File: src/tamd_pkg.sv
package tamd_pkg;

	localparam int SAMPLE_W = 16;
	localparam int CFG_W = 7;
	localparam int DEFAULT_LEN = 8;
	localparam logic signed [SAMPLE_W-1:0] SAMPLE_MAX = 16'sh7fff;
	localparam logic signed [SAMPLE_W-1:0] SAMPLE_MIN = 16'sh8000;

	typedef struct packed {
		logic signed [SAMPLE_W-1:0] rate_x;
		logic signed [SAMPLE_W-1:0] rate_y;
		logic signed [SAMPLE_W-1:0] rate_z;
	} rate_t;

	typedef struct packed {
		logic signed [SAMPLE_W-1:0] out_x;
		logic signed [SAMPLE_W-1:0] out_y;
		logic signed [SAMPLE_W-1:0] out_z;
	} result_t;

	typedef struct packed {
		logic busy;
		logic done;
	} lane_stat_t;

endpackage

File: src/tamd_lane.sv
module tamd_lane #(
	parameter int SUM_W = 22
) (
	input  logic                                    clk,
	input  logic                                    arst_n,
	input  logic                                    clear,
	input  logic                                    accept,
	input  logic                                    last,
	input  logic signed [tamd_pkg::SAMPLE_W-1:0]    sample,
	output logic signed [SUM_W-1:0]                 fin_sum_s1,
	output logic signed [tamd_pkg::SAMPLE_W-1:0]    fin_min_s1,
	output logic signed [tamd_pkg::SAMPLE_W-1:0]    fin_max_s1
);

	logic signed [SUM_W-1:0]              sum_q;
	logic signed [tamd_pkg::SAMPLE_W-1:0] min_q;
	logic signed [tamd_pkg::SAMPLE_W-1:0] max_q;
	logic signed [SUM_W-1:0]              sum_nxt;
	logic signed [tamd_pkg::SAMPLE_W-1:0] min_nxt;
	logic signed [tamd_pkg::SAMPLE_W-1:0] max_nxt;

	always_comb begin
		sum_nxt = sum_q + SUM_W'(sample);
		min_nxt = (sample < min_q) ? sample : min_q;
		max_nxt = (sample > max_q) ? sample : max_q;
	end

	always_ff @(posedge clk or negedge arst_n) begin
		if (!arst_n) begin
			sum_q <= '0;
			min_q <= tamd_pkg::SAMPLE_MAX;
			max_q <= tamd_pkg::SAMPLE_MIN;
		end else if (clear || (accept && last)) begin
			sum_q <= '0;
			min_q <= tamd_pkg::SAMPLE_MAX;
			max_q <= tamd_pkg::SAMPLE_MIN;
		end else if (accept) begin
			sum_q <= sum_nxt;
			min_q <= min_nxt;
			max_q <= max_nxt;
		end
	end

	// window snapshot for the divider
	always_ff @(posedge clk) begin
		if (accept && last) begin
			fin_sum_s1 <= sum_nxt;
			fin_min_s1 <= min_nxt;
			fin_max_s1 <= max_nxt;
		end
	end

endmodule

File: src/tamd_div.sv
module tamd_div #(
	parameter int SUM_W = 22,
	parameter int LEN_W = 7
) (
	input  logic                                    clk,
	input  logic                                    arst_n,
	input  logic                                    start,
	input  logic [LEN_W-1:0]                        len,
	input  logic signed [SUM_W-1:0]                 fin_sum,
	input  logic signed [tamd_pkg::SAMPLE_W-1:0]    fin_min,
	input  logic signed [tamd_pkg::SAMPLE_W-1:0]    fin_max,
	input  logic                                    take,
	output tamd_pkg::lane_stat_t                    stat,
	output logic signed [tamd_pkg::SAMPLE_W-1:0]    mean
);

	localparam int CNT_W = $clog2(SUM_W);

	typedef enum logic [2:0] {
		IDLE,
		TRIM,
		MAG,
		RUN,
		FIX,
		DONE
	} state_t;

	state_t             state_q;
	logic [LEN_W-1:0]   div_q;
	logic               trim_q;
	logic               neg_q;
	logic signed [SUM_W-1:0] num_q;
	logic [SUM_W-1:0]   quo_q;
	logic [LEN_W-1:0]   rem_q;
	logic [CNT_W-1:0]   cnt_q;
	logic [LEN_W:0]     part;
	logic [LEN_W:0]     diff;
	logic               fits;

	always_comb begin
		part = {rem_q, quo_q[SUM_W-1]};
		diff = part - {1'b0, div_q};
		fits = part >= {1'b0, div_q};
	end

	always_ff @(posedge clk or negedge arst_n) begin
		if (!arst_n) begin
			state_q <= IDLE;
			cnt_q   <= '0;
			div_q   <= '0;
			trim_q  <= 1'b0;
			neg_q   <= 1'b0;
			num_q   <= '0;
			quo_q   <= '0;
			rem_q   <= '0;
		end else begin
			case (state_q)
				IDLE: begin
					if (start) begin
						trim_q <= len > LEN_W'(2);
						if (len > LEN_W'(2)) begin
							div_q <= len - LEN_W'(2);
						end else begin
							div_q <= len;
						end
						state_q <= TRIM;
					end
				end
				TRIM: begin
					if (trim_q) begin
						num_q <= fin_sum - SUM_W'(fin_min) - SUM_W'(fin_max);
					end else begin
						num_q <= fin_sum;
					end
					state_q <= MAG;
				end
				MAG: begin
					neg_q   <= num_q[SUM_W-1];
					quo_q   <= num_q[SUM_W-1] ? SUM_W'(-num_q) : SUM_W'(num_q);
					rem_q   <= '0;
					cnt_q   <= '0;
					state_q <= RUN;
				end
				RUN: begin
					rem_q <= fits ? diff[LEN_W-1:0] : part[LEN_W-1:0];
					quo_q <= {quo_q[SUM_W-2:0], fits};
					cnt_q <= cnt_q + CNT_W'(1);
					if (cnt_q == CNT_W'(SUM_W - 1)) begin
						state_q <= FIX;
					end
				end
				FIX: begin
					if (neg_q) begin
						quo_q <= -quo_q;
					end
					state_q <= DONE;
				end
				DONE: begin
					if (take) begin
						state_q <= IDLE;
					end
				end
				default: begin
					state_q <= IDLE;
				end
			endcase
		end
	end

	assign stat.busy = state_q != IDLE;
	assign stat.done = state_q == DONE;
	assign mean      = quo_q[tamd_pkg::SAMPLE_W-1:0];

endmodule

File: src/tamd_merge.sv
module tamd_merge (
	input  logic                                    clk,
	input  logic                                    arst_n,
	input  logic                                    done,
	input  logic signed [tamd_pkg::SAMPLE_W-1:0]    mean_x,
	input  logic signed [tamd_pkg::SAMPLE_W-1:0]    mean_y,
	input  logic signed [tamd_pkg::SAMPLE_W-1:0]    mean_z,
	output logic                                    take,
	output logic                                    result_valid,
	input  logic                                    result_ready,
	output tamd_pkg::result_t                       result
);

	logic                                 valid_q;
	tamd_pkg::result_t                    result_q;
	logic signed [tamd_pkg::SAMPLE_W-1:0] neg_x;

	assign neg_x = (mean_x == tamd_pkg::SAMPLE_MIN) ? tamd_pkg::SAMPLE_MAX : -mean_x;
	assign take  = done && (!valid_q || result_ready);

	always_ff @(posedge clk or negedge arst_n) begin
		if (!arst_n) begin
			valid_q <= 1'b0;
		end else if (take) begin
			valid_q <= 1'b1;
		end else if (result_ready) begin
			valid_q <= 1'b0;
		end
	end

	// axis remap onto the board frame
	always_ff @(posedge clk) begin
		if (take) begin
			result_q.out_x <= mean_y;
			result_q.out_y <= neg_x;
			result_q.out_z <= mean_z;
		end
	end

	assign result_valid = valid_q;
	assign result       = result_q;

endmodule

File: src/three_axis_trimmed_mean_decimator.sv
// three-axis trimmed-mean decimator
// sample channel (sample_valid/sample_ready/sample) takes one x/y/z rate transaction a cycle;
// every window_length samples one result transaction leaves on result_valid/result_ready.
// per axis the result is the window mean with the smallest and largest sample dropped
// (length 1 passes the sample, length 2 averages two), truncated toward zero;
// out_x carries y, out_y the negated x mean saturated to 32767, out_z carries z.
// cfg_valid/cfg_ready writes window_length (0 acts as 1, above MAX_WINDOW as MAX_WINDOW)
// and restarts the current window; cfg_ready is always high.
// from the last sample of a window, each axis passes the lane snapshot register, the
// bit-serial divider (TRIM, MAG, RUN over SUM_W = 16 + clog2(MAX_WINDOW) bits, FIX,
// DONE) and the merge output register to result_valid. samples are taken one a cycle;
// the sample that closes a window waits while the previous window is still in the
// divider, so a window cannot close before the previous result has left the divider.
// a finished result sits in the output register; while the receiver stalls the next
// window still collects and its division completes, then waits for the register.
// reset clears the window, sets window_length to min(8, MAX_WINDOW), drops a pending result.
module three_axis_trimmed_mean_decimator #(
	parameter int MAX_WINDOW = 64
) (
	input  logic                          clk,
	input  logic                          arst_n,
	input  logic                          sample_valid,
	output logic                          sample_ready,
	input  tamd_pkg::rate_t               sample,
	output logic                          result_valid,
	input  logic                          result_ready,
	output tamd_pkg::result_t             result,
	input  logic                          cfg_valid,
	output logic                          cfg_ready,
	input  logic [tamd_pkg::CFG_W-1:0]    window_length
);

	localparam int LEN_W = $clog2(MAX_WINDOW + 1);
	localparam int SUM_W = tamd_pkg::SAMPLE_W + $clog2(MAX_WINDOW);
	localparam int CMP_W = ((LEN_W > tamd_pkg::CFG_W) ? LEN_W : tamd_pkg::CFG_W) + 1;
	localparam int RESET_LEN = (MAX_WINDOW < tamd_pkg::DEFAULT_LEN) ? MAX_WINDOW :
		tamd_pkg::DEFAULT_LEN;

	logic [LEN_W-1:0]  len_q;
	logic [LEN_W-1:0]  count_q;
	logic [LEN_W-1:0]  count_nxt;
	logic [LEN_W-1:0]  len_new;
	logic [CMP_W-1:0]  wl_ext;
	logic              last;
	logic              accept;
	logic              cfg_write;
	logic              take;
	logic              back_busy;
	logic              back_done;

	logic signed [tamd_pkg::SAMPLE_W-1:0] samp     [3];
	logic signed [SUM_W-1:0]              fin_sum  [3];
	logic signed [tamd_pkg::SAMPLE_W-1:0] fin_min  [3];
	logic signed [tamd_pkg::SAMPLE_W-1:0] fin_max  [3];
	logic signed [tamd_pkg::SAMPLE_W-1:0] mean     [3];
	tamd_pkg::lane_stat_t                 stat     [3];

	assign samp[0] = sample.rate_x;
	assign samp[1] = sample.rate_y;
	assign samp[2] = sample.rate_z;

	always_comb begin
		wl_ext = CMP_W'(window_length);
		if (wl_ext == '0) begin
			len_new = LEN_W'(1);
		end else if (wl_ext > CMP_W'(MAX_WINDOW)) begin
			len_new = LEN_W'(MAX_WINDOW);
		end else begin
			len_new = wl_ext[LEN_W-1:0];
		end
	end

	assign back_busy    = stat[0].busy | stat[1].busy | stat[2].busy;
	assign back_done    = stat[0].done & stat[1].done & stat[2].done;
	assign count_nxt    = count_q + LEN_W'(1);
	assign last         = count_nxt == len_q;
	assign cfg_ready    = 1'b1;
	assign cfg_write    = cfg_valid && cfg_ready;
	assign sample_ready = !(last && back_busy);
	assign accept       = sample_valid && sample_ready;

	always_ff @(posedge clk or negedge arst_n) begin
		if (!arst_n) begin
			len_q   <= LEN_W'(RESET_LEN);
			count_q <= '0;
		end else if (cfg_write) begin
			len_q   <= len_new;
			count_q <= '0;
		end else if (accept) begin
			count_q <= last ? '0 : count_nxt;
		end
	end

	for (genvar a = 0; a < 3; a++) begin : g_axis
		tamd_lane #(
			.SUM_W(SUM_W)
		) u_lane (
			.clk        (clk),
			.arst_n     (arst_n),
			.clear      (cfg_write),
			.accept     (accept),
			.last       (last),
			.sample     (samp[a]),
			.fin_sum_s1 (fin_sum[a]),
			.fin_min_s1 (fin_min[a]),
			.fin_max_s1 (fin_max[a])
		);

		tamd_div #(
			.SUM_W(SUM_W),
			.LEN_W(LEN_W)
		) u_div (
			.clk     (clk),
			.arst_n  (arst_n),
			.start   (accept && last),
			.len     (len_q),
			.fin_sum (fin_sum[a]),
			.fin_min (fin_min[a]),
			.fin_max (fin_max[a]),
			.take    (take),
			.stat    (stat[a]),
			.mean    (mean[a])
		);
	end

	tamd_merge u_merge (
		.clk          (clk),
		.arst_n       (arst_n),
		.done         (back_done),
		.mean_x       (mean[0]),
		.mean_y       (mean[1]),
		.mean_z       (mean[2]),
		.take         (take),
		.result_valid (result_valid),
		.result_ready (result_ready),
		.result       (result)
	);

endmodule
File: config.mk
export PLATFORM = sky130hd
export DESIGN_NAME = three_axis_trimmed_mean_decimator
export DESIGN_NICKNAME = d
export VERILOG_FILES = /design/src/tamd_pkg.sv /design/src/tamd_lane.sv /design/src/tamd_div.sv /design/src/tamd_merge.sv /design/src/three_axis_trimmed_mean_decimator.sv
export SDC_FILE = /design/constraint.sdc
export NUM_CORES = 2
export LEC_CHECK = 0
export BUFFER_PORTS_ARGS = -buffer_cell sky130_fd_sc_hd__buf_2
export CAP_MARGIN = 25
export CORE_MARGIN = 8
export CORE_UTILIZATION = 30
export CTS_CLUSTER_DIAMETER = 100
export DETAILED_ROUTE_END_ITERATION = 7
export PLACE_DENSITY = 0.46
export SETUP_SLACK_MARGIN = 0.4
export SYNTH_ARGS = -nofsm -noshare
export SYNTH_HDL_FRONTEND = slang
export SYNTH_HIERARCHICAL = 1
export SYNTH_SLANG_ARGS = --single-unit
File: constraint.sdc
create_clock -name clk -period 4.9 [get_ports clk]
set_input_delay 0.98 -clock clk [delete_from_list [all_inputs] [get_ports clk]]
set_output_delay 0.98 -clock clk [all_outputs]
set_load 0.05 [all_outputs]
Yosys cells after proc, flatten, opt, wreduce, memory -nomap -nowiden
Index checks and enable logic that the tools add are counted.
Operators by class
  add/sub/neg operators: 24
  $lt $le $gt $ge: 11
  equal/unequal tests: 32
  multiplexer cells: 61
  bitwise gates (word level): 4
  reduce and logical (&&, ||, !) cells: 33
Operators with widths (count)
  $mux 22: 15
  $mux 16: 18
  $pmux 22 s3: 3
  $neg 22->22: 6
  $sub 22x16->22: 6
  $add 22x16->22: 3
  $mux 7: 9
  $pmux 3 s6: 3
  $gt 16x16->1: 3
  $lt 16x16->1: 3
  $pmux 7 s2: 3
  $pmux 5 s2: 3
  $ge 8x7->1: 3
  $sub 7x7->7: 3
  $ne 2x1->1 const B: 10
  $eq 3x2->1 const B: 6
  $eq 3x3->1 const B: 6
  $reduce_bool 3->1: 6
  $eq 16x16->1 const B: 1
  $neg 16->16: 1
  $add 5x1->5 const B: 3
  $eq 5x5->1 const B: 3
  $mux 3: 5
  $reduce_and 2->1: 6
  17 further kinds: 37
Word-level totals
  register bits after elaboration: 591
  output and inout port bits: 51
  logic and storage cells: 213

Depth between registers and ports, before layout
  word-level depth: 9
  gate-level depth with buffers: 13

By module
Netlist, hierarchy kept.
By module, submodules not included
  tamd_div (g_axis[0].u_div ...): times used 2, cells an instance 769, area an instance 6197.2 um^2, seq. area each 1701.6 um^2
  tamd_lane (g_axis[0].u_lane ...): times used 2, cells an instance 512, area an instance 5893.2 um^2, seq. area each 2992.9 um^2
  tamd_div (g_axis[1].u_div): times used 1, cells an instance 754, area an instance 6173.4 um^2, seq. area each 1701.6 um^2
  tamd_lane (g_axis[2].u_lane): times used 1, cells an instance 520, area an instance 6098.3 um^2, seq. area each 2992.9 um^2
  tamd_merge: times used 1, cells an instance 105, area an instance 1868.0 um^2, seq. area each 1466.4 um^2
  three_axis_trimmed_mean_decimator: times used 1, cells an instance 101, area an instance 938.4 um^2, seq. area each 351.6 um^2

Least setup slack after synthesis
Ideal clock, no wire load.
  kind: register to register
  start point: register g_axis[0].u_div.state_q[0]
  end point: register g_axis[0].u_lane/fin_max_s1[0] (netlist name) (enable)
  arrival time: 3.211 ns
  data required time: 4.483 ns
  path slack: 1.271 ns
  stages on the path, launching flop included: 7
  buffers on the path: 1
  clock period less this slack: 3.629 ns
  cells stage by stage: dfrtp_1 clkbuf_1 nor3_1 inv_1 or3_2 a21oi_4 and2_1
RTL lines
  from (decl): RTL line tamd_div.sv:28  | state_t state_q;
  from (signal assigned): RTL line tamd_div.sv:48  | state_q <= IDLE;
  from (signal assigned): RTL line tamd_div.sv:66  | state_q <= TRIM;
  from (signal assigned): RTL line tamd_div.sv:75  | state_q <= MAG;
  to (signal assigned): RTL line tamd_lane.sv:49  | fin_max_s1 <= max_nxt;
  to (decl): RTL line tamd_lane.sv:12  | output logic signed [tamd_pkg::SAMPLE_W-1:0] fin_max_s1

Final worst setup path
  start point: register count_q[0]
  end point: output sample_ready
Between the ends
  longest elaborated chain between the ends: 4
RTL lines
  from (decl): RTL line three_axis_trimmed_mean_decimator.sv:40  | logic [LEN_W-1:0] count_q;
  from (signal assigned): RTL line three_axis_trimmed_mean_decimator.sv:90  | count_q <= last ? '0 : count_nxt;
  $add 7x1->7: RTL line three_axis_trimmed_mean_decimator.sv:75  | assign count_nxt = count_q + LEN_W'(1);
  $eq 7x7->1: RTL line three_axis_trimmed_mean_decimator.sv:76  | assign last = count_nxt == len_q;
  $logic_and 1x1->1: RTL line three_axis_trimmed_mean_decimator.sv:79  | assign sample_ready = !(last && back_busy);
  $logic_not 1->1: RTL line three_axis_trimmed_mean_decimator.sv:79
  to (decl): RTL line three_axis_trimmed_mean_decimator.sv:23  | output logic sample_ready,
No other way between the ends.

==> results.md <==
* Reg-to-reg slack, setup at 1.03 ns
* RSZ-0062 raised after global routing: no
* Tot GR Track Use at 0.1475
* Prevailing post-synth register cell: dfrtp_1
* Gpl congestion at 0.8156
* 1st-iter DRT viols at 1,597
* Sink Count at 591
* Most frequent cells in the layout: 341 x nand2_1, 334 x o21ai_0, 332 x dfrtp_1, 318 x inv_1, 266 x ha_1
* First-pass GRT wire length at 171.1 mm
* Overflow after GRT at 0
* Post-synthesis instance total at between 4,000 and 5,000
* Rel. slew slack at 0.3430
* Number of synthesized flops with an enable pin at 210
* Count of final hold-check violations at 0
* Placed Instance Area at 41,550 um^2
* Die H at around 380 um
* CTS buffer count at 75
* Critical path class: flip-flop to primary output
* Routed vias at 29,900
* Area growth from synthesis to layout at 12.23%
* Post-route ant nets at 0
* DRT Wirelength at around 110 mm
* Post-route insts no fill at 5,897
* Die Wd at 377.8 um
* Hold crit path type: input port to asynchronous set/reset pin
* Final instance area at 44,060 um^2
* PortBufs at 109
* CP Capture Type: primary output
* Max FO, Critical Path at 18
* CP startpoint kind: flip-flop
* Dpl ws at 0.9479 ns
* CTS tree: yes
* Initial antenna violation count at 9
* Async SR Flop Fraction at 0.6447
* Status: complete, no violations
* Final period util at 0.8563
* Vias per cell at 5.070
* Total of max-cap violations at 0
* Placed wire-length estimate at 79.37 mm
* Die area at 142,700 um^2
* Worst-Margin Slew at 0.9819 ns
* Largest net degree at the start of global routing at 81
* Synth unique cells at 108
* Starting density of the core at 0.3028
* Share of the core filled with cells at 0.3398
* R2R depth at 7
* Worst Path Arrival at 3.22 ns
* Skew final at about 0.032 ns
* Setup TNS Final at 0 ns
* Layout Nets at ~4,500
* Register area share after synthesis at 0.4050
* Synthesized area at 39,260 um^2
* Worst EP required at 3.92 ns
* # rows at 132
* Post-route DRC violation count at 0
* Cell leakage power at 18.15 nW
* CTS clock-pin slew for the worst setup and hold paths at 0.06 ns
* H-tree Lvls at 3
* Syn Nets at 4,437
* Dpl cells at ~5,800
* Core Area at 129,600 um^2
* Share of post-route cells with drive strength above 1 at 0.1163
* Synth warn at 6
* # hold bufs at CTS at 0
* Clock latency on the worst-skew pair at 0.66 ns
* Vias in the first global route at 29,540
* Router iterations before antenna repair at 7
* Post-CTS Repair Setup Buffers at 0
* Maximum VDD drop at around 0.25 mV
* Post-layout min period at 4.196 ns
* CTS resizes at 0
* Deepest clock path buffer count at 3
* Commonest non-fill, non-tap cell in the layout: nand2_1
* Syn Area/Cell at 9.713 um^2
* #FFs+latches synth at slightly below 600
* Hold_ws at 0.3724 ns
* Setup-failing EPs final at 0
* Pwr per Cell Area at between 400 and 500 nW/um^2
* Num ports at 111
* Drt wl/cell at ~18 um
* Root Buffer: clkbuf_16
* Fin. max-slew vios at 0
* Worst setup slack after layout at 0.7043 ns
* Total power at 20.97 mW
* FMAX at 238.3 MHz
==> worst max-delay path: stages (launching register included) <==
cell,delay [ns]
dfrtp_1,0.43
ha_1,0.28
nand3_2,0.13
xnor2_1,0.15
or4_4,0.55
a211oi_4,0.22
buf_4,0.34
nand2_1,0.21
buf_2,0.26
==> sequential cells by signal, summed over array words and instances (netlist names) <==
signal                    cells
g_axis.u_div/neg_q            3
u_merge/result_valid          1
g_axis.u_div/quo_q           66
g_axis.u_lane/sum_q          66
len_q                         7
g_axis.u_div/num_q           66
g_axis.u_div/rem_q           21
g_axis.u_lane/max_q          48
g_axis.u_lane/fin_sum_s1     66
g_axis.u_div/cnt_q           15
g_axis.u_lane/fin_max_s1     48
g_axis.u_lane/fin_min_s1     48
g_axis.u_div/trim_q           3
count_q                       7
g_axis.u_div/div_q           21
u_merge/result               48
g_axis.u_div/state_q          9
g_axis.u_lane/min_q          48
==> path summary, 6_finish.rpt <==
check,endpoint,from
max in group asynchronous,g_axis[0].u_div/cnt_q[3]$_DFFE_PN0P_,arst_n
min reg2reg,g_axis[1].u_div/div_q[5]$_DFFE_PN0P_,g_axis[1].u_div/div_q[5]$_DFFE_PN0P_
min,g_axis[1].u_lane/max_q[8]$_DFFE_PN0P_,arst_n
min in group clk,g_axis[1].u_div/div_q[5]$_DFFE_PN0P_,g_axis[1].u_div/div_q[5]$_DFFE_PN0P_
max reg2reg,g_axis[2].u_lane/min_q[14]$_DFFE_PN1P_,g_axis[2].u_div/state_q[0]$_DFFE_PN0P_
max,sample_ready,count_q[0]$_DFFE_PN0P_
==> report_power, final <==
group / internal, mW / leakage (nW) / switching [mW]
Sequential: 6.26 / 6.66 / 1.38
Clock: 3.24 / 1.20 / 2.26
Combinational: 3.27 / 10.3 / 4.56
==> synth_stat cells, types with 32 or more instances <==
cell type,instances,share of area
a21oi_1,250,0.032
a22o_1,97,0.022
and3_1,38,0.0061
buf_4,57,0.011
clkbuf_1,122,0.012
dfrtp_1,332,0.21
dfstp_2,49,0.033
edfxtp_1,210,0.16
fa_1,69,0.035
ha_1,266,0.085
inv_1,318,0.030
mux2_2,64,0.018
mux2i_1,45,0.011
nand2_1,341,0.033
nand2b_1,44,0.0070
nand3_1,64,0.0082
nor2_1,253,0.024
nor2b_1,47,0.0075
nor3_1,88,0.011
o211ai_1,41,0.0078
o21a_1,32,0.0061
o21ai_0,334,0.043
o22a_1,46,0.010
o31ai_1,35,0.0067
xnor2_1,130,0.029
xor2_1,69,0.015
==> cells by family (layout without fill, tap and decap cells) <==
family / after synthesis / in the layout / synth area share
simple gates: 1090 / 1090 / 0.1381
fa+ha+maj: 335 / 335 / 0.1200
other cells: 1 / 4 / 0.00009552
xor+xnor: 200 / 200 / 0.04481
mux: 111 / 111 / 0.03053
buf+inv: 519 / 629 / 0.05663
flops: 591 / 591 / 0.4050
compound gates: 1195 / 1195 / 0.2049
==> cell type report <==
cell class	instances	area [um^2]
Timing Repair Buffer	172	1156
Multi-Input combinational cell	2932	21180
Inverter	319	1197
Fill cell	13250	85590
Sequential cell	591	15900
Clock buffer	99	2101
Tap cell	1742	2180
Clock inverter	39	336.6
Antenna cell	3	7.507
==> per-layer routing <==
metal,global-route usage,share of wire
met5,0,0
met4,0.02983,0.016
met3,0.02427,0.042
met2,0.2238,0.43
met1,0.2200,0.51
(Power assumes the default switching activity.)
